===== config.mk =====
export PLATFORM = sky130hd
export DESIGN_NAME = ple_ctrl
export DESIGN_NICKNAME = d
export VERILOG_FILES = /design/src/rtl/core/positional_list_engine_assert.svh /design/src/rtl/core/ple_pkg.sv /design/src/rtl/core/ple_ctrl.sv
export SDC_FILE = /design/constraint.sdc
export NUM_CORES = 1
export LEC_CHECK = 0
export BUFFER_PORTS_ARGS = -buffer_cell sky130_fd_sc_hd__buf_4
export CORE_ASPECT_RATIO = 1.75
export CORE_UTILIZATION = 50
export DETAILED_ROUTE_END_ITERATION = 10
export PLACE_DENSITY = 0.8
export SLEW_MARGIN = 25
export SYNTH_ARGS = -nofsm -noshare
export SYNTH_HDL_FRONTEND = slang
export SYNTH_SLANG_ARGS = --single-unit
export TNS_END_PERCENT = 100

===== constraint.sdc =====
create_clock -name vclk -period 2.6
set_clock_uncertainty 0.1 [all_clocks]
set_input_delay 0.26 -clock vclk [all_inputs]
set_output_delay 0.26 -clock vclk [all_outputs]
set_load 0.005 [all_outputs]

===== src/rtl/core/positional_list_engine_assert.svh =====
// ----------------------------------------------------------------------------
// Positional list engine assertion macros
// Shared concurrent assertion forms used by the list engine.
// ----------------------------------------------------------------------------
`ifndef POSITIONAL_LIST_ENGINE_ASSERT_SVH
`define POSITIONAL_LIST_ENGINE_ASSERT_SVH

// The consequent must hold in the same cycle as the antecedent.
`define PLE_ASSERT_NOW(label, clk, rst, ante, cons, msg) \
   label: assert property (@(posedge clk) disable iff (rst) (ante) |-> (cons)) \
      else $error(msg);

// The consequent must hold in the cycle after the antecedent.
`define PLE_ASSERT_NEXT(label, clk, rst, ante, cons, msg) \
   label: assert property (@(posedge clk) disable iff (rst) (ante) |=> (cons)) \
      else $error(msg);

`endif


===== src/rtl/core/ple_pkg.sv =====
// ----------------------------------------------------------------------------
// Positional list engine package
// Field widths, command and status codes, and the row control types.
// ----------------------------------------------------------------------------
`timescale 1ns / 1ps

package ple_pkg;

   localparam int DATA_W           = 32;
   localparam int COMMAND_W        = 3;
   localparam int POSITION_W       = 7;
   localparam int STATUS_W         = 3;
   localparam int LENGTH_W         = 7;
   localparam int DEFAULT_CAPACITY = 64;

   typedef enum logic [COMMAND_W-1:0] {
      CMD_PUSH_FRONT = 3'd0,
      CMD_APPEND     = 3'd1,
      CMD_INSERT_AT  = 3'd2,
      CMD_POP_FRONT  = 3'd3,
      CMD_POP_BACK   = 3'd4,
      CMD_DELETE_AT  = 3'd5,
      CMD_OVERWRITE  = 3'd6
   } cmd_type;

   typedef enum logic [STATUS_W-1:0] {
      ST_OK    = 3'd0,
      ST_EMPTY = 3'd1,
      ST_BELOW = 3'd2,
      ST_PAST  = 3'd3,
      ST_FULL  = 3'd4
   } status_type;

   typedef enum logic [1:0] {
      ROW_HOLD   = 2'd0,
      ROW_INSERT = 2'd1,
      ROW_DELETE = 2'd2,
      ROW_WRITE  = 2'd3
   } row_op_type;

   typedef struct packed {
      row_op_type        op;
      logic [DATA_W-1:0] value;
   } row_ctl_type;

   typedef struct packed {
      row_op_type op;
      status_type status;
      logic       removal;
   } decode_type;

endpackage


===== src/rtl/core/ple_ctrl.sv =====
// ----------------------------------------------------------------------------
// Positional list engine command decoder
// Checks a command against the entry count and sets up the row operation.
// ----------------------------------------------------------------------------
`timescale 1ns / 1ps

module ple_ctrl
   import ple_pkg::*;
#(
   parameter int CAPACITY = DEFAULT_CAPACITY
) (
   input  cmd_type                          command,
   input  logic [POSITION_W-1:0]            position,
   input  logic [$clog2(CAPACITY+1)-1:0]    count,
   output decode_type                       dec,
   output logic [$clog2(CAPACITY)-1:0]      target,
   output logic [$clog2(CAPACITY+1)-1:0]    count_next
);

   localparam int CW = $clog2(CAPACITY + 1);
   localparam int IW = $clog2(CAPACITY);
   localparam int XW = (CW > POSITION_W) ? CW : POSITION_W;

   logic [XW-1:0] pos_ext;
   logic [XW-1:0] count_ext;
   logic [XW-1:0] pos_less_one;
   logic          is_full;
   logic          is_empty;
   logic          is_below;
   logic          is_past;

   assign pos_ext      = XW'(position);
   assign count_ext    = XW'(count);
   assign pos_less_one = pos_ext - XW'(1);
   assign is_full      = (count == CW'(CAPACITY));
   assign is_empty     = (count == '0);
   assign is_below     = (position == '0);
   assign is_past      = (pos_ext > count_ext);

   always_comb begin
      dec.op      = ROW_HOLD;
      dec.status  = ST_OK;
      dec.removal = 1'b0;
      target      = '0;
      count_next  = count;
      unique case (command)
         CMD_PUSH_FRONT: begin
            if (is_full) begin
               dec.status = ST_FULL;
            end else begin
               dec.op     = ROW_INSERT;
               count_next = count + CW'(1);
            end
         end
         CMD_APPEND: begin
            if (is_full) begin
               dec.status = ST_FULL;
            end else begin
               dec.op     = ROW_INSERT;
               target     = IW'(count);
               count_next = count + CW'(1);
            end
         end
         CMD_INSERT_AT: begin
            if (is_below) begin
               dec.status = ST_BELOW;
            end else if (is_full) begin
               dec.status = ST_FULL;
            end else if (is_empty) begin
               dec.op     = ROW_INSERT;
               count_next = count + CW'(1);
            end else if (is_past) begin
               dec.status = ST_PAST;
            end else begin
               dec.op     = ROW_INSERT;
               target     = IW'(pos_less_one);
               count_next = count + CW'(1);
            end
         end
         CMD_POP_FRONT: begin
            dec.removal = 1'b1;
            if (is_empty) begin
               dec.status = ST_EMPTY;
            end else begin
               dec.op     = ROW_DELETE;
               count_next = count - CW'(1);
            end
         end
         CMD_POP_BACK: begin
            dec.removal = 1'b1;
            if (is_empty) begin
               dec.status = ST_EMPTY;
            end else begin
               dec.op     = ROW_DELETE;
               target     = IW'(count - CW'(1));
               count_next = count - CW'(1);
            end
         end
         CMD_DELETE_AT: begin
            dec.removal = 1'b1;
            if (is_below) begin
               dec.status = ST_BELOW;
            end else if (is_empty) begin
               dec.status = ST_EMPTY;
            end else if (is_past) begin
               dec.status = ST_PAST;
            end else begin
               dec.op     = ROW_DELETE;
               target     = IW'(pos_less_one);
               count_next = count - CW'(1);
            end
         end
         CMD_OVERWRITE: begin
            if (is_below) begin
               dec.status = ST_BELOW;
            end else if (is_past) begin
               dec.status = ST_PAST;
            end else begin
               dec.op = ROW_WRITE;
               target = IW'(pos_less_one);
            end
         end
         default: begin
            dec.op = ROW_HOLD;
         end
      endcase
   end

endmodule

## Word level (Yosys, flattened, before mapping)

Cells that the tools add are included.

| storage, ports and cells | value |
|---|---|
| flip-flop bits (word level) | 0 |
| output and inout port bits | 19 |
| word-level logic and storage cells | 59 |
| input bits | 17 |

| operators by class | value |
|---|---|
| muxes and demuxes | 42 |
| order comparisons | 1 |
| reductions and logical operators | 6 |
| $add $sub $neg | 3 |
| equality and inequality tests | 7 |

Operators with widths:

| kind | number |
|---|---|
| $mux W7 | 9 |
| $mux W6 | 8 |
| $pmux W6 S5 | 1 |
| $pmux W7 S4 | 1 |
| $mux W3 | 6 |
| $mux W2 | 8 |
| $pmux W3 S5 | 1 |
| $logic_not A7 Y1 | 2 |
| $pmux W2 S5 | 1 |
| $eq A3 B3 Y1 const B | 3 |
| $add A7 B1 Y7 const B | 1 |
| $eq A7 B7 Y1 const B | 1 |
| $gt A7 B7 Y1 | 1 |
| $mux W1 | 7 |
| $sub A7 B1 Y7 const B | 1 |
| $eq A3 B2 Y1 const B | 2 |
| $sub A6 B1 Y6 const B | 1 |
| $reduce_or A2 Y1 | 2 |
| $eq A3 B1 Y1 const B | 1 |
| $logic_not A3 Y1 | 1 |
| $reduce_or A3 Y1 | 1 |

## Longest topological paths before layout

| logic depth | value |
|---|---|
| word-level depth | 6 |
| depth in mapped cells | 11 |
| gate-level depth less buffers | 11 |

## Worst setup path after synthesis

No wires, ideal clock.

| timing path | value |
|---|---|
| kind | in2out |
| from | input count[5] |
| to | output count_next[4] |
| buffers on the path | 1 |
| data required time | 2240 ps |
| stages | 10 |
| arrival time | 2512 ps |
| setup slack | -272 ps |
| cell sequence | clkbuf_1 -> inv_1 -> ha_1 -> nand4_1 -> or2_2 -> o21ai_2 -> o21bai_1 -> nor2_1 -> a211oi_1 -> o32ai_1 |

| on the way | value |
|---|---|
| cells in the longest elaborated chain, start to end | 6 |
| elaborated cells between the ends (all ways) | 13 |
| those cells by class | order compare (1); eq/ne (1); mux (10); reduce/logical (1) |

RTL lines:

| element | line | text |
|---|---|---|
| from (decl) | ple_ctrl.sv:14 | `input logic [$clog2(CAPACITY+1)-1:0] count,` |
| $gt A7 B7 Y1 | ple_ctrl.sv:38 | `assign is_past = (pos_ext > count_ext);` |
| $mux W7 | ple_ctrl.sv:72 | `end else if (is_past) begin` |
| $mux W7 | ple_ctrl.sv:69 | `end else if (is_empty) begin` |
| $mux W7 | ple_ctrl.sv:67 | `end else if (is_full) begin` |
| $mux W7 | ple_ctrl.sv:65 | `if (is_below) begin` |
| $pmux W7 S4 (*) | ple_ctrl.sv:46 | `unique case (command)` |
| to (decl) | ple_ctrl.sv:17 | `output logic [$clog2(CAPACITY+1)-1:0] count_next` |

Mark *: on every way between the ends. The rest lies on a longest branch, timed or not.

## Worst setup path in the final report

| timing path | value |
|---|---|
| from | input count[1] |
| to | output count_next[3] |

| on the way | value |
|---|---|
| cells in the longest elaborated chain, start to end | 6 |
| elaborated cells between the ends (all ways) | 15 |
| those cells by class | add/sub (2); order compare (1); eq/ne (1); mux (10); reduce/logical (1) |

RTL lines:

| element | line |
|---|---|
| $add A7 B1 Y7 / $gt A7 B7 Y1 (equally long branches) | -- |
| $mux W7 | ple_ctrl.sv:72 |
| $mux W7 | ple_ctrl.sv:69 |
| $mux W7 | ple_ctrl.sv:67 |
| $mux W7 | ple_ctrl.sv:65 |
| $pmux W7 S4 (*) | ple_ctrl.sv:46 |

Marked as above.

==> results.cfg <==
[status]
status = complete, but fails checks
violations = negative setup slack

[yosys]
ys_types = 51
ys_seq_area_share_pct = 0
synthCells = 193
syn_area_per_cell_sq_um = 6.52
ys_top_cells_by_area = ha_1 12%, o21ai_0 7.2%, a21oi_1 6.4%
synth.largest_area_cell = ha_1
syn-cell-area_sq_mm = 0.00126
synth.top_cell.area_share_pct = 11.9
syn_nets = 222
synth-warning-count = 0

[worst_hold_path]
min_path_type = input pin to output port

[global_route]
track_usage_pct = 47.9
first_global_vias = 1883
gr-total-overflow = 0
grt_max_degree = 23
antenna_found_initial = 0
grt_pass1_wl_mm = 9.05

[final_layout]
area_growth_pct = 69.4
n_antenna_cell = 0
n_clock_buffer = 0
final_nets = 307
instances_no_fill = 301
finalCoreUtilization_pct = 91.4
drive_gt1_share_pct = 46.7
finish.instance_area_sq_mm = 0.00213
ff_latch_area_sq_um = 0
nFlopsAndLatches = 0

[place]
dpl.cell_count = 293
port_buffers = 36
place_congestion = 1.06
pre_cts_ws_ps = -157
place_hpwl_mm = 4.58
placed_cell_area_sq_mm = 0.00193

[sta]
max_slew_margin_pct = 66.1
slew_viol_final = 0
fmax_mhz = 365
fin_crit_sh_pct = 105
setup_ws_ps = -137
min_period_ps = 2740
worst_slew_pin_slew_ps = 507
finalHoldViolCount = 0
finalSetupViolations = 6
rsz0062_at_grt = yes

[drt]
wire_per_inst_microns = 23.0
remaining_drc_errors = 0
drtAntennaViolNets = 0
drt-initial-drc-count = 217
route.vias.total = 2200
drtPass1Iterations = 5
viasPerCell = 7.31
drt-total-wl_mm = 6.93

[critical_path]
slowest_stage = ha_1
required_ps = 2240
cp_max_fo = 5
crit_path_start_kind = input pin
cp_slowest_stage_delay_ps = 340
critPathCaptureType = output port
cp_top_family = compound AO/OA/AOI/OAI gates
cp_cell_sequence = buf_8, clkinvlp_4, ha_1, nand3b_1, a21oi_2, o21ai_4, buf_6, o211a_4, a21o_1, a221oi_2, a41oi_2, buf_4
cp_num_buf_inv = 4
crit_type = input pin to output port
critPathArrivalTime_ps = 2380

[clock_tree]
cts-hold-fix-buffers = 0

[job]
drv_cap = 0

[floorplan]
initial_core_util_pct = 53.9
die_h_microns = 68.3
ioPinCount = 36
dieArea_sq_mm = 0.00273
placementRows = 23
die_w_microns = 39.9
core_region_area_sq_mm = 0.00233

[pwr]
power_density_mw_per_mm2 = 207
p_leak_uw = 0.000955
ir_drop_mv = 0.140
power.total_uw = 441
==> power by group <==
| part | internal (uW) | switching (uW) |
|---|---|---|
| Clock | 0 | 0 |
| Combinational | 211 | 230 |
| Sequential | 0 | 0 |
==> per-layer routing <==
| metal | GRT usage, % | vias to the layer above | wire length [microns] |
|---|---|---|---|
| met3 | 12.7 | 90 | 692 |
| met1 | 45.9 | 955 | 2090 |
| li1 | - | 919 | - |
| met2 | 81.3 | 236 | 3310 |
| met5 | 0 | - | 0 |
| met4 | 36.2 | 0 | 836 |
==> synth_stat cells, drive strengths merged, types with 3 or more instances <==
library cell  instances
nand2                16
inv                  12
o21ai                19
a21o                  3
and2                  3
xnor2                 5
ha                   12
a32oi                 4
a31oi                 4
nor3                 12
o22ai                 6
a21oi                16
o221ai                3
xor2                  4
clkbuf                6
and3                  5
a22oi                 6
nand3                 6
nor2                 19
==> cell families after synthesis <==
kind of cell	Yosys count	share of synthesized area, %
compound gates	81	44.5
simple gates	69	29.2
buf+inv	20	6.57
fa+ha+maj	12	11.9
xor+xnor	9	6.27
mux	2	1.59
==> placed cells by master (no fill, tap or decap), drive strengths merged, types with 2 or more instances in the layout <==
master    Yosys  final
buf           2     91
o21ai        19     19
nor2         19     19
nand2        16     16
a21oi        16     16
nor3         12     12
ha           12     12
inv          12     10
nand3         6      6
o22ai         6      6
a22oi         6      6
xnor2         5      5
and3          5      5
a31oi         4      4
xor2          4      4
a32oi         4      4
a21o          3      3
and2          3      3
o221ai        3      3
clkinvlp      0      2
mux2i         2      2
or3           2      2
a211oi        2      2
a221oi        2      2
o21bai        2      2
a31o          2      2
a41oi         2      2
o32ai         2      2
==> repair_timing <==
action / 4_1_cts / 5_1_grt
pin swaps: 12 / 8
setup endpoints to repair: 11 / 14
setup buffers: 5 / 3
gates resized for setup: 11 / 21
==> final cells by class <==
class	instances	area, sq um
Multi-Input combinational cell	173	1320
Inverter	12	52.6
Timing Repair Buffer	91	731
Fill cell	96	201
Tap cell	25	31.3
==> final timing paths <==
check / start / endpoint / cells after the start
setup / recovery: count[1] / count_next[3] / 12
hold / removal: position[0] / target[0] / 3
==> metrics by stage <==
step	hold WS [ps]	TNS (ps)
3_3_place_gp	728	-179
2_1_floorplan	485	0
3_5_place_dp	738	-568
6_report	749	-385
4_1_cts	738	-41.8
5_1_grt	769	-953
No activity file was read; power rests on OpenSTA's default activity.
