File: src/rtl/core/positional_list_engine_assert.svh
// ----------------------------------------------------------------------------
// Positional list engine assertion macros
// Shared concurrent assertion forms used by the list engine.
// ----------------------------------------------------------------------------
`ifndef POSITIONAL_LIST_ENGINE_ASSERT_SVH
`define POSITIONAL_LIST_ENGINE_ASSERT_SVH

// The consequent must hold in the same cycle as the antecedent.
`define PLE_ASSERT_NOW(label, clk, rst, ante, cons, msg) \
   label: assert property (@(posedge clk) disable iff (rst) (ante) |-> (cons)) \
      else $error(msg);

// The consequent must hold in the cycle after the antecedent.
`define PLE_ASSERT_NEXT(label, clk, rst, ante, cons, msg) \
   label: assert property (@(posedge clk) disable iff (rst) (ante) |=> (cons)) \
      else $error(msg);

`endif

File: src/rtl/core/ple_pkg.sv
// ----------------------------------------------------------------------------
// Positional list engine package
// Field widths, command and status codes, and the row control types.
// ----------------------------------------------------------------------------
`timescale 1ns / 1ps

package ple_pkg;

   localparam int DATA_W           = 32;
   localparam int COMMAND_W        = 3;
   localparam int POSITION_W       = 7;
   localparam int STATUS_W         = 3;
   localparam int LENGTH_W         = 7;
   localparam int DEFAULT_CAPACITY = 64;

   typedef enum logic [COMMAND_W-1:0] {
      CMD_PUSH_FRONT = 3'd0,
      CMD_APPEND     = 3'd1,
      CMD_INSERT_AT  = 3'd2,
      CMD_POP_FRONT  = 3'd3,
      CMD_POP_BACK   = 3'd4,
      CMD_DELETE_AT  = 3'd5,
      CMD_OVERWRITE  = 3'd6
   } cmd_type;

   typedef enum logic [STATUS_W-1:0] {
      ST_OK    = 3'd0,
      ST_EMPTY = 3'd1,
      ST_BELOW = 3'd2,
      ST_PAST  = 3'd3,
      ST_FULL  = 3'd4
   } status_type;

   typedef enum logic [1:0] {
      ROW_HOLD   = 2'd0,
      ROW_INSERT = 2'd1,
      ROW_DELETE = 2'd2,
      ROW_WRITE  = 2'd3
   } row_op_type;

   typedef struct packed {
      row_op_type        op;
      logic [DATA_W-1:0] value;
   } row_ctl_type;

   typedef struct packed {
      row_op_type op;
      status_type status;
      logic       removal;
   } decode_type;

endpackage

File: src/rtl/core/ple_cell.sv
// ----------------------------------------------------------------------------
// Positional list engine cell
// Holds one list entry and loads, shifts or keeps it under row control.
// ----------------------------------------------------------------------------
`timescale 1ns / 1ps

module ple_cell
   import ple_pkg::*;
#(
   parameter int INDEX = 0,
   parameter int IDX_W = 6
) (
   input  logic              clock,
   input  row_ctl_type       ctl,
   input  logic [IDX_W-1:0]  target,
   input  logic [DATA_W-1:0] left_value,
   input  logic [DATA_W-1:0] right_value,
   output logic [DATA_W-1:0] value,
   output logic [DATA_W-1:0] tap
);

   localparam logic [IDX_W-1:0] MY_INDEX = IDX_W'(INDEX);

   logic [DATA_W-1:0] value_ff;
   logic [DATA_W-1:0] value_in;
   logic              at_target;
   logic              past_target;

   assign at_target   = (MY_INDEX == target);
   assign past_target = (MY_INDEX > target);

   always_comb begin
      value_in = value_ff;
      case (ctl.op)
         ROW_INSERT: begin
            if (at_target) begin
               value_in = ctl.value;
            end else if (past_target) begin
               value_in = left_value;
            end
         end
         ROW_DELETE: begin
            if (at_target || past_target) begin
               value_in = right_value;
            end
         end
         ROW_WRITE: begin
            if (at_target) begin
               value_in = ctl.value;
            end
         end
         default: begin
            value_in = value_ff;
         end
      endcase
   end

   always_ff @(posedge clock) begin
      value_ff <= value_in;
   end

   assign value = value_ff;
   assign tap   = (ctl.op == ROW_DELETE && at_target) ? value_ff : '0;

endmodule

File: config.mk
export PLATFORM = sky130hd
export DESIGN_NAME = ple_cell
export DESIGN_NICKNAME = d
export VERILOG_FILES = /design/src/rtl/core/positional_list_engine_assert.svh /design/src/rtl/core/ple_pkg.sv /design/src/rtl/core/ple_cell.sv
export SDC_FILE = /design/constraint.sdc
export NUM_CORES = 1
export LEC_CHECK = 0
export BUFFER_PORTS_ARGS = -buffer_cell sky130_fd_sc_hd__buf_2
export CAP_MARGIN = 15
export CORE_MARGIN = 5
export CORE_UTILIZATION = 40
export DETAILED_ROUTE_END_ITERATION = 8
export HOLD_SLACK_MARGIN = 0.06
export MAX_ROUTING_LAYER = met4
export PLACE_DENSITY = 0.8
export SLEW_MARGIN = 20
export SYNTH_ARGS = -nofsm -noshare
export SYNTH_HDL_FRONTEND = slang
export SYNTH_SLANG_ARGS = --single-unit
File: constraint.sdc
create_clock -name clock -period 3.98 [get_ports clock]
set_input_delay 0.796 -clock clock [delete_from_list [all_inputs] [get_ports clock]]
set_output_delay 0.796 -clock clock [all_outputs]
set_load 0.02 [all_outputs]
* Yosys cells after proc, flatten, opt, wreduce, memory -nomap -nowiden
Index checks and enable logic that the tools add are counted.
Word-level totals: register bits after elaboration 32, input port bits 105, output and inout port bits 64
Cells by class: multiplexer cells 6, order comparisons 1, reduce and logical (&&, ||, !) cells 5, equality and inequality tests 6
Operator list (number):
- $mux W32 | 5
- $pmux W32 S3 | 1
- $gt A1 B6 Y1 const A | 1
- $logic_not A6 Y1 | 1
- $eq A2 B2 Y1 const B | 2
- $ne A2 B2 Y1 const B | 2
- $reduce_and A4 Y1 | 1
- $ne A3 B3 Y1 const B | 1
- $reduce_bool A3 Y1 | 1
- $eq A2 B1 Y1 const B | 1
- $logic_and A1 B1 Y1 | 1
- $logic_or A1 B1 Y1 | 1

* Longest topological paths before layout
Gate-level depths: netlist (run 1).
word-level depth 4, depth in mapped cells 6

* Worst setup path before layout (run 1)
OpenSTA, ideal clock, no wires.
kind input to register, from input port target[5], to register value_ff[0], in the netlist value[0], enable pin, arrival 2.367 ns, data required time 3.589 ns, setup slack 1.222 ns, stages 4, buffers on the path 1, path through nor4_4 and2_1 buf_2 o21a_1
On the way: cells in the longest elaborated chain, start to end 4
RTL lines:
- from (decl) | RTL line ple_cell.sv:15 | input logic [IDX_W-1:0] target,
- $gt A1 B6 Y1 or $logic_not A6 Y1 (tied branches) | RTL line ple_cell.sv:30, ple_cell.sv:29
- $logic_or A1 B1 Y1 | RTL line ple_cell.sv:43 | if (at_target || past_target) begin
- $ne A2 B2 Y1 (no source line)
- $reduce_and A4 Y1 (no source line) (*)
- to (signal assigned) | RTL line ple_cell.sv:59 | value_ff <= value_in;
- to (decl) | RTL line ple_cell.sv:24 | logic [DATA_W-1:0] value_ff;
Every way passes the cells marked *; elsewhere a longest branch is shown, timed or not. A chain may end at the register's enable or synchronous reset.

* Final worst setup path (run 1)
from input port target[5], to output port tap[29]
On the way: cells in the longest elaborated chain, start to end 3
RTL lines:
- $logic_not A6 Y1 | RTL line ple_cell.sv:29 | assign at_target = (MY_INDEX == target);
- $logic_and A1 B1 Y1 | RTL line ple_cell.sv:63 | assign tap = (ctl.op == ROW_DELETE && at_target) ? value_ff : '0;
- $mux W32 | RTL line ple_cell.sv:63
- to (decl) | RTL line ple_cell.sv:19 | output logic [DATA_W-1:0] tap
No other way between the ends.

==> results of run 1 <==
==> worst min-delay path by stage <==
| stage | startpoint | endpoint | slack, ns | depth (start not counted) |
|---|---|---|---|---|
| CTS | right_value[9] | value[9]$_DFFE_PP_ | 0.84 | 3 |
| global route | right_value[5] | value[5]$_DFFE_PP_ | 0.85 | 3 |
| global placement | right_value[3] | value[3]$_DFFE_PP_ | 1.11 | 3 |
| detailed placement | right_value[1] | value[1]$_DFFE_PP_ | 1.13 | 3 |
| floorplan | right_value[30] | value[30]$_DFFE_PP_ | 1.02 | 2 |
| finish | right_value[9] | value[9]$_DFFE_PP_ | 0.84 | 3 |
==> power by group <==
group / internal, mW / total, mW / switching [mW]
clock network: 0.121 / 0.232 / 0.111
registers: 0.379 / 0.380 / 0.00141
logic: 0.0740 / 0.149 / 0.0747
total: 0.574 / 0.761 / 0.187
==> kinds of logic after synthesis <==
| logic type | share of synthesized area [%] |
|---|---|
| buf+inv | 10.2 |
| flops | 42.5 |
| compound gates | 23.2 |
| simple gates | 24.1 |
==> cell usage in the layout (no fill, tap or decap), types with 2 or more instances in the layout <==
| cell | n |
|---|---|
| inv_1 | 31 |
| clkbuf_1 | 2 |
| and2_1 | 34 |
| nand4b_1 | 32 |
| o311ai_1 | 13 |
| a22oi_1 | 32 |
| o311ai_0 | 18 |
| buf_4 | 8 |
| buf_2 | 168 |
| edfxtp_1 | 32 |
| clkbuf_8 | 5 |
==> cell type report <==
cell class	instances	area [sq um]	share of cell area [%]
Inverter	31	116	3.61
Timing Repair Buffer	176	901	28.0
Clock inverter	1	3.75	0.117
Clock buffer	7	76.3	2.37
Tap cell	72	90.1	2.80
Multi-Input combinational cell	137	1070	33.3
Sequential cell	32	961	29.8
==> per-stage QoR <==
step / power (mW) / instances / area (sq um) / worst slack, ns
detailed placement: 0.535 / 448 / 3140 / 1.05
floorplan: 0.460 / 227 / 2260 / 1.22
global route: 0.803 / 456 / 3220 / 0.930
finish: 0.761 / 456 / 3220 / 1.08
CTS: 0.768 / 456 / 3220 / 1.04
global placement: 0.532 / 448 / 3140 / 1.15
==> routing by layer <==
layer	global-route usage, %	share of wire, %	vias up
li1	-	-	1194
met4	7.19	2.5	0
met1	22.9	38	1166
met5	-	0	-
met2	36.1	51	122
met3	5.34	8.3	15
==> impl_metrics.yaml, run 1 <==
min_path:
  hp-class: "primary input to flip-flop"
global_routing:
  antenna_found_initial: 0
  grt_start_max_net_pins: 67
  grt_overflow: 0
  track_usage_pct: 20.7
  grt_pass1_wl_microns: 11800
  grt_pass1_vias: 2476
critical_path:
  cp_data_arrival_time_ns: 2.11
  crit_family: "simple AND/OR/NAND/NOR gates"
  crit_path_start: "target[5]"
  worstSetupStartpointType: "primary input"
  critical_path.max_fanout: 24
  path_cells: "buf_2, nor4_4, and3_1, buf_4, and2_1, buf_2"
  crit_cells: 6
  required_ns: 3.18
  path_common_cell: "buf_2"
  cp-end-kind: "output port"
  crit_type: "primary input to output port"
  crit_buf_inv: 3
  max_stage_delay_ns: 0.32
  cp-endpoint: "tap[29]"
  cp_slowest_cell: "and3_1"
logic_synthesis:
  synth_top_area_cell: "edfxtp_1"
  synth_common_cells: "and2_1 (34), a22oi_1 (32), edfxtp_1 (32), nand4b_1 (32), inv_1 (31)"
  yosys_warnings: 0
  yosys.cell_types.count: 17
  syn_nets: 332
  async_reset_ff_share_pct: 0
  synthMostInstantiatedCell: "and2_1"
  synthTopCellsByArea: "edfxtp_1 (43%), nand4b_1 (12%), a22oi_1 (11%)"
  ys_seq_area_share_pct: 42.5
  synth_area_per_cell_sq_um: 9.95
  syn_area_sq_um: 2260
  synth_ff_type: "edfxtp_1"
  synth_top_area_share_pct: 42.5
  syn_inst: 227
  synth_edf_count: 32
  ys_seq_elements: 32
sta:
  post-route-period-util_pct: 72.9
  setup_viol: 0
  clock.fmax_mhz: 344
  timing.final.crit_period_ns: 2.90
  drv_slew: 0
  worst_pin_slew_ns: 0.797
  rsz0062_at_grt: "no"
  hold_viol: 0
  tns_ns: 0
  slew_headroom_pct: 46.9
  holdWs_ns: 0.841
layout:
  drive_above_1_share_pct: 47.9
  fin_util_pct: 58.5
  finalNetCount: 488
  diodes: 0
  largest_register_ffs: 32
  syn_to_final_growth_pct: 42.6
  fill_cells: 514
clock_network:
  cts.clk_slew.worst_paths_ns: 0.07
  cts_tree: "done"
  cts_root_buf: "clkbuf_8"
  post_cts_buffers: 0
  cts_made_buffers: 5
  clock_sinks: 32
  cts_buffer_depth: 2
  cts_resized: 0
  cts_max_level: 2
  hold_buffers: 0
drt:
  first_iter_violations: 173
  postRouteAntennaNets: 0
  wl_per_cell_microns: 16.4
  drcViolationCount: 0
  vias: 2497
  first_pass_iters: 4
  finalWirelength_microns: 7460
  vias_per_cell: 5.48
place:
  gp_congestion: 0.819
  portBuffers: 168
  hpwl_microns: 5500
power_and_ir_drop:
  p_leak_nw: 1.48
  peakVddDrop_v: 0.000136
  power_per_cell_area_nw_per_um2: 236
floorplan:
  dieArea_sq_um: 7250
  num_rows: 27
  fp.coreArea_sq_um: 5510
  ios: 169
  initial_core_util_pct: 41.0
  die_w_microns: 85.2
  dieHeight_microns: 85.2
outcome:
  outcome: "finished clean"
flow_run:
  maxCapViolCount: 0
No activity file was read; power rests on OpenSTA's default activity.
==> run 2, diff against run 1 <==
--- a/config.mk
+++ b/config.mk
@@ -5,6 +5,7 @@
 export SDC_FILE = /design/constraint.sdc
 export NUM_CORES = 1
 export LEC_CHECK = 0
+export ABC_AREA = 1
 export BUFFER_PORTS_ARGS = -buffer_cell sky130_fd_sc_hd__buf_2
 export CAP_MARGIN = 15
 export CORE_MARGIN = 5
@@ -12,7 +13,7 @@
 export DETAILED_ROUTE_END_ITERATION = 8
 export HOLD_SLACK_MARGIN = 0.06
 export MAX_ROUTING_LAYER = met4
-export PLACE_DENSITY = 0.8
+export PLACE_DENSITY = 0.76
 export SLEW_MARGIN = 20
 export SYNTH_ARGS = -nofsm -noshare
 export SYNTH_HDL_FRONTEND = slang
==> constraint.sdc (replaced) <==
create_clock -name clock -period 2.85 [get_ports clock]
set_input_delay 0.57 -clock clock [delete_from_list [all_inputs] [get_ports clock]]
set_output_delay 0.57 -clock clock [all_outputs]
set_load 0.02 [all_outputs]
==> impl_metrics.yaml, run 2 <==
logic_synthesis:
  synthTopCellsByArea: "edfxtp_1 (37%), inv_1 (19%), nand2_1 (14%)"
  ys_seq_elements: 32
  async_reset_ff_share_pct: 0
  ys_seq_area_share_pct: 36.6
  syn_area_sq_um: 2630
  yosys_warnings: 0
  synth_top_family_by_area: "simple AND/OR/NAND/NOR gates"
  synth_compound_area_share_pct: 6.28
  synthAdderAreaFrac_pct: 0
  synth_common_cells: "inv_1 (131), nand2_1 (98), nand4_1 (33)"
  synthMuxAreaShare_pct: 0
  synth_ff_type: "edfxtp_1"
  synth_edf_count: 32
  synth_area_per_cell_sq_um: 6.27
  synth_xor_area_share_pct: 0
  synthMostInstantiatedCell: "inv_1"
  synth-simple-area-share_pct: 34.2
  yosys.cell_types.count: 13
  synth_top_area_share_pct: 36.6
  syn_nets: 524
  synth_top_area_cell: "edfxtp_1"
  syn_inst: 419
sta:
  setup_viol: 0
  worst_pin_slew_ns: 0.400
  tns_ns: 0
  clock.fmax_mhz: 475
  timing.final.crit_period_ns: 2.11
  holdWs_ns: 0.649
  hold_viol: 0
  drv_slew: 0
  slew_headroom_pct: 73.3
  post-route-period-util_pct: 73.9
  rsz0062_at_grt: "no"
clock_network:
  clock_sinks: 32
  hold_buffers: 0
  post_cts_buffers: 0
  cts.clk_slew.worst_paths_ns: 0.07
  cts_made_buffers: 5
  cts_root_buf: "clkbuf_8"
  cts_resized: 0
  cts_max_level: 2
  cts_tree: "done"
  cts_buffer_depth: 2
power_and_ir_drop:
  peakVddDrop_v: 0.000133
  p_leak_nw: 2.25
  seqPwrFrac_pct: 47.6
  p_int_uw: 806
  swShare_pct: 27.7
  power_per_cell_area_nw_per_um2: 307
  power_switching_uw: 309
  clockPowerShare_pct: 29.9
  comb_power_share_pct: 22.5
  finalPower_mw: 1.11
min_path:
  hp-class: "primary input to flip-flop"
  whs_path_depth: 5
  holdPathEnd: "value[19]$_DFFE_PP_"
  hp-start: "right_value[19]"
drt:
  vias_per_cell: 4.77
  finalWirelength_microns: 8420
  postRouteAntennaNets: 0
  drcViolationCount: 0
  first_iter_violations: 116
  first_pass_iters: 4
  wl_per_cell_microns: 12.8
  vias: 3146
floorplan:
  ios: 169
  die_w_microns: 91.1
  fp.coreArea_sq_um: 6390
  dieArea_sq_um: 8290
  dieHeight_microns: 91.1
  num_rows: 29
  initial_core_util_pct: 41.2
critical_path:
  required_ns: 2.28
  max_stage_delay_ns: 0.25
  cp_slowest_cell: "buf_4"
  critical_path.max_fanout: 32
  worstSetupStartpointType: "primary input"
  cp_data_arrival_time_ns: 1.54
  cp-end-kind: "output port"
  path_cells: "buf_2, inv_1, nand2_1, inv_1, nand4_1, buf_4, nor2_1, buf_2"
  crit_type: "primary input to output port"
layout:
  drive_above_1_share_pct: 32.6
  fin_util_pct: 56.9
  layout_common_cells: "buf_2 (168), inv_1 (131), nand2_1 (98)"
  finalNetCount: 687
  fill_cells: 623
  largest_register_ffs: 32
  syn_to_final_growth_pct: 38.3
  final_common_cell: "buf_2"
  diodes: 0
place:
  portBuffers: 168
  hpwl_microns: 6270
  gp_congestion: 0.853
global_routing:
  grt_overflow: 0
  track_usage_pct: 20.0
  antenna_found_initial: 0
  grt_pass1_vias: 3051
  grt_start_max_net_pins: 33
  grt_pass1_wl_microns: 13600
flow_run:
  maxCapViolCount: 0
outcome:
  outcome: "finished clean"
run 2: critical path, delay by kind of cell:
kind,cells,cell delay [ns]
simple gates,3,0.26
buf+inv,5,0.69
run 2: per-stage QoR:
stage                     std cells  setup WS, ns  area, sq um
after CTS                       660         0.731         3630
after global routing            660         0.634         3630
after detailed placement        652         0.717         3550
final                           660         0.743         3630
after global placement          652         0.757         3550
after floorplan                 419         0.522         2630
run 2: metal layers:
metal,wire length [microns],share of wire (%),global-route usage (%)
met5,0,0,-
met3,748,8.9,4.88
met2,4270,51,34.7
met4,78,0.93,6.23
met1,3320,39,22.6
run 2: logic make-up (layout without fill, tap and decap cells):
group | after synthesis | after routing
buffers and inverters | 155 | 319
flip-flops | 32 | 32
AO/OA/AOI/OAI | 33 | 33
AND/OR/NAND/NOR | 199 | 199
run 2: how the worst max path moves through the flow:
stage | startpoint | end | slack [ns] | cells after the start
detailed placement | target[0] | value[8]$_DFFE_PP_ | 0.72 | 6
floorplan | target[0] | value[0]$_DFFE_PP_ | 0.52 | 4
CTS | ctl[32] | tap[17] | 0.73 | 8
global route | ctl[32] | tap[15] | 0.63 | 8
global placement | target[0] | value[8]$_DFFE_PP_ | 0.76 | 6
finish | ctl[32] | tap[19] | 0.74 | 8
run 2: power groups by stage:
stage | Combinational (mW) | Clock, mW | Sequential [mW]
2_1_floorplan | 0.131 | 0 | 0.547
3_3_place_gp | 0.243 | 0 | 0.541
3_5_place_dp | 0.249 | 0 | 0.541
4_1_cts | 0.249 | 0.346 | 0.531
5_1_grt | 0.284 | 0.372 | 0.531
6_report | 0.250 | 0.333 | 0.531
run 2: final cells by class:
| cell class | instances | area (sq um) | share of cell area, % |
|---|---|---|---|
| multi-input combinational | 232 | 1070 | 29.6 |
| tap | 77 | 96.3 | 2.65 |
| sequential | 32 | 961 | 26.4 |
| clock buffer | 7 | 76.3 | 2.10 |
| inverter | 131 | 492 | 13.5 |
| clock inverter | 1 | 3.75 | 0.103 |
| timing repair buffer | 180 | 931 | 25.6 |
==> run 3, diff against run 2 <==
==> constraint.sdc (replaced) <==
create_clock -name clock -period 2 [get_ports clock]
set_input_delay 0.4 -clock clock [delete_from_list [all_inputs] [get_ports clock]]
set_output_delay 0.4 -clock clock [all_outputs]
set_load 0.02 [all_outputs]
==> impl_metrics.yaml, run 3 (synthesis gave the netlist of run 2 again) <==
sta:
  slew_headroom_pct: 76.2
  rsz0062_at_grt: "no"
  hold_viol: 0
  timing.final.crit_period_ns: 1.81
  worst_pin_slew_ns: 0.356
  clock.fmax_mhz: 554
  tns_ns: 0
  post-route-period-util_pct: 90.3
  setup_viol: 0
  drv_slew: 0
  setup_ws_ns: 0.195
power_and_ir_drop:
  clockPowerShare_pct: 29.7
  power_switching_uw: 436
  p_leak_nw: 2.27
  power_per_cell_area_nw_per_um2: 432
  comb_power_share_pct: 22.6
  finalPower_mw: 1.59
  peakVddDrop_v: 0.000215
  p_int_mw: 1.15
  swShare_pct: 27.5
  seqPwrFrac_pct: 47.7
place:
  portBuffers: 168
  dp.cells: 655
  gp_congestion: 0.840
  place_ws_ns: 0.189
  hpwl_microns: 6520
flow_run:
  maxCapViolCount: 0
drt:
  vias_per_cell: 4.72
  detailroute.wirelength.met2_microns: 4270
  finalWirelength_microns: 8500
  drcViolationCount: 0
  postRouteAntennaNets: 0
  first_iter_violations: 158
  top_layer_used: "met4"
  first_pass_iters: 4
  vias: 3128
  wl_per_cell_microns: 12.8
  drt-met1-wl_microns: 3400
  dr_wl_met3_microns: 808
clock_network:
  cts.clk_slew.worst_paths_ns: 0.06
  hold_buffers: 0
  clock_sinks: 32
  cts_made_buffers: 5
  post_cts_buffers: 0
  cts_buffer_depth: 2
  cts_root_buf: "clkbuf_8"
  cts_tree: "done"
  cts_resized: 0
  cts_max_level: 2
layout:
  drive_above_1_share_pct: 32.9
  final-instance-count-excl-fill: 663
  finalNetCount: 690
  fin_util_pct: 57.5
  final_common_cell: "buf_2"
  syn_to_final_growth_pct: 39.6
  diodes: 0
  layout_common_cells: "buf_2 (168), inv_1 (131), nand2_1 (98)"
  largest_register_ffs: 32
critical_path:
  cp_slowest_cell: "buf_4"
  critical_path.max_fanout: 14
  max_stage_delay_ns: 0.24
  crit_family: "buffers and inverters"
  cp_data_arrival_time_ns: 1.41
  path_cells: "buf_2, inv_1, nand2_1, inv_1, nand4_1, buf_4, nor2_1, buf_2"
  worstSetupStartpointType: "primary input"
  required_ns: 1.60
  cp-end-kind: "output port"
  crit_type: "primary input to output port"
  crit_buf_inv: 5
global_routing:
  grt_pass1_vias: 3153
  grt_overflow: 0
  antenna_found_initial: 0
  track_usage_pct: 20.4
  grt_pass1_wl_microns: 13900
  grt_start_max_net_pins: 33
min_path:
  hp-class: "primary input to flip-flop"
floorplan:
  initial_core_util_pct: 41.2
  dieHeight_microns: 91.1
  fp.coreArea_sq_um: 6390
  die_w_microns: 91.1
  num_rows: 29
  dieArea_sq_um: 8290
  ios: 169
outcome:
  outcome: "finished clean"
run 3: layout make-up:
cell class	count	area [sq um]
clock buffers	7	76.3
clock inverters	1	3.75
fillers	618	2720
inverters	131	492
multi-input cells	232	1070
flip-flops and latches	32	961
well taps	77	96.3
repair buffers	183	966
run 3: power by group through the flow:
stage               Clock, mW  Sequential (mW)  Combinational [mW]
finish                  0.470            0.757               0.358
global route            0.516            0.757               0.407
CTS                     0.487            0.757               0.358
detailed placement          0            0.771               0.357
global placement            0            0.771               0.350
floorplan                   0            0.779               0.187
run 3: stage by stage:
| step | hold WS, ns | cell area, sq um |
|---|---|---|
| global route | 0.498 | 3670 |
| detailed placement | 0.770 | 3590 |
| CTS | 0.473 | 3670 |
| floorplan | 0.672 | 2640 |
| global placement | 0.765 | 3590 |
| finish | 0.483 | 3670 |
run 3: final timing paths:
kind,startpoint,end,slack (ns),cells after the start
hold / removal,right_value[20],value[20]$_DFFE_PP_,0.48,5
setup / recovery,ctl[32],tap[7],0.19,8
run 3: metal layers:
layer | up-vias | track usage (%)
li1 | 1599 | -
met1 | 1376 | 23.5
met2 | 149 | 35.8
met3 | 4 | 5.21
met4 | 0 | 4.52
met5 | - | -
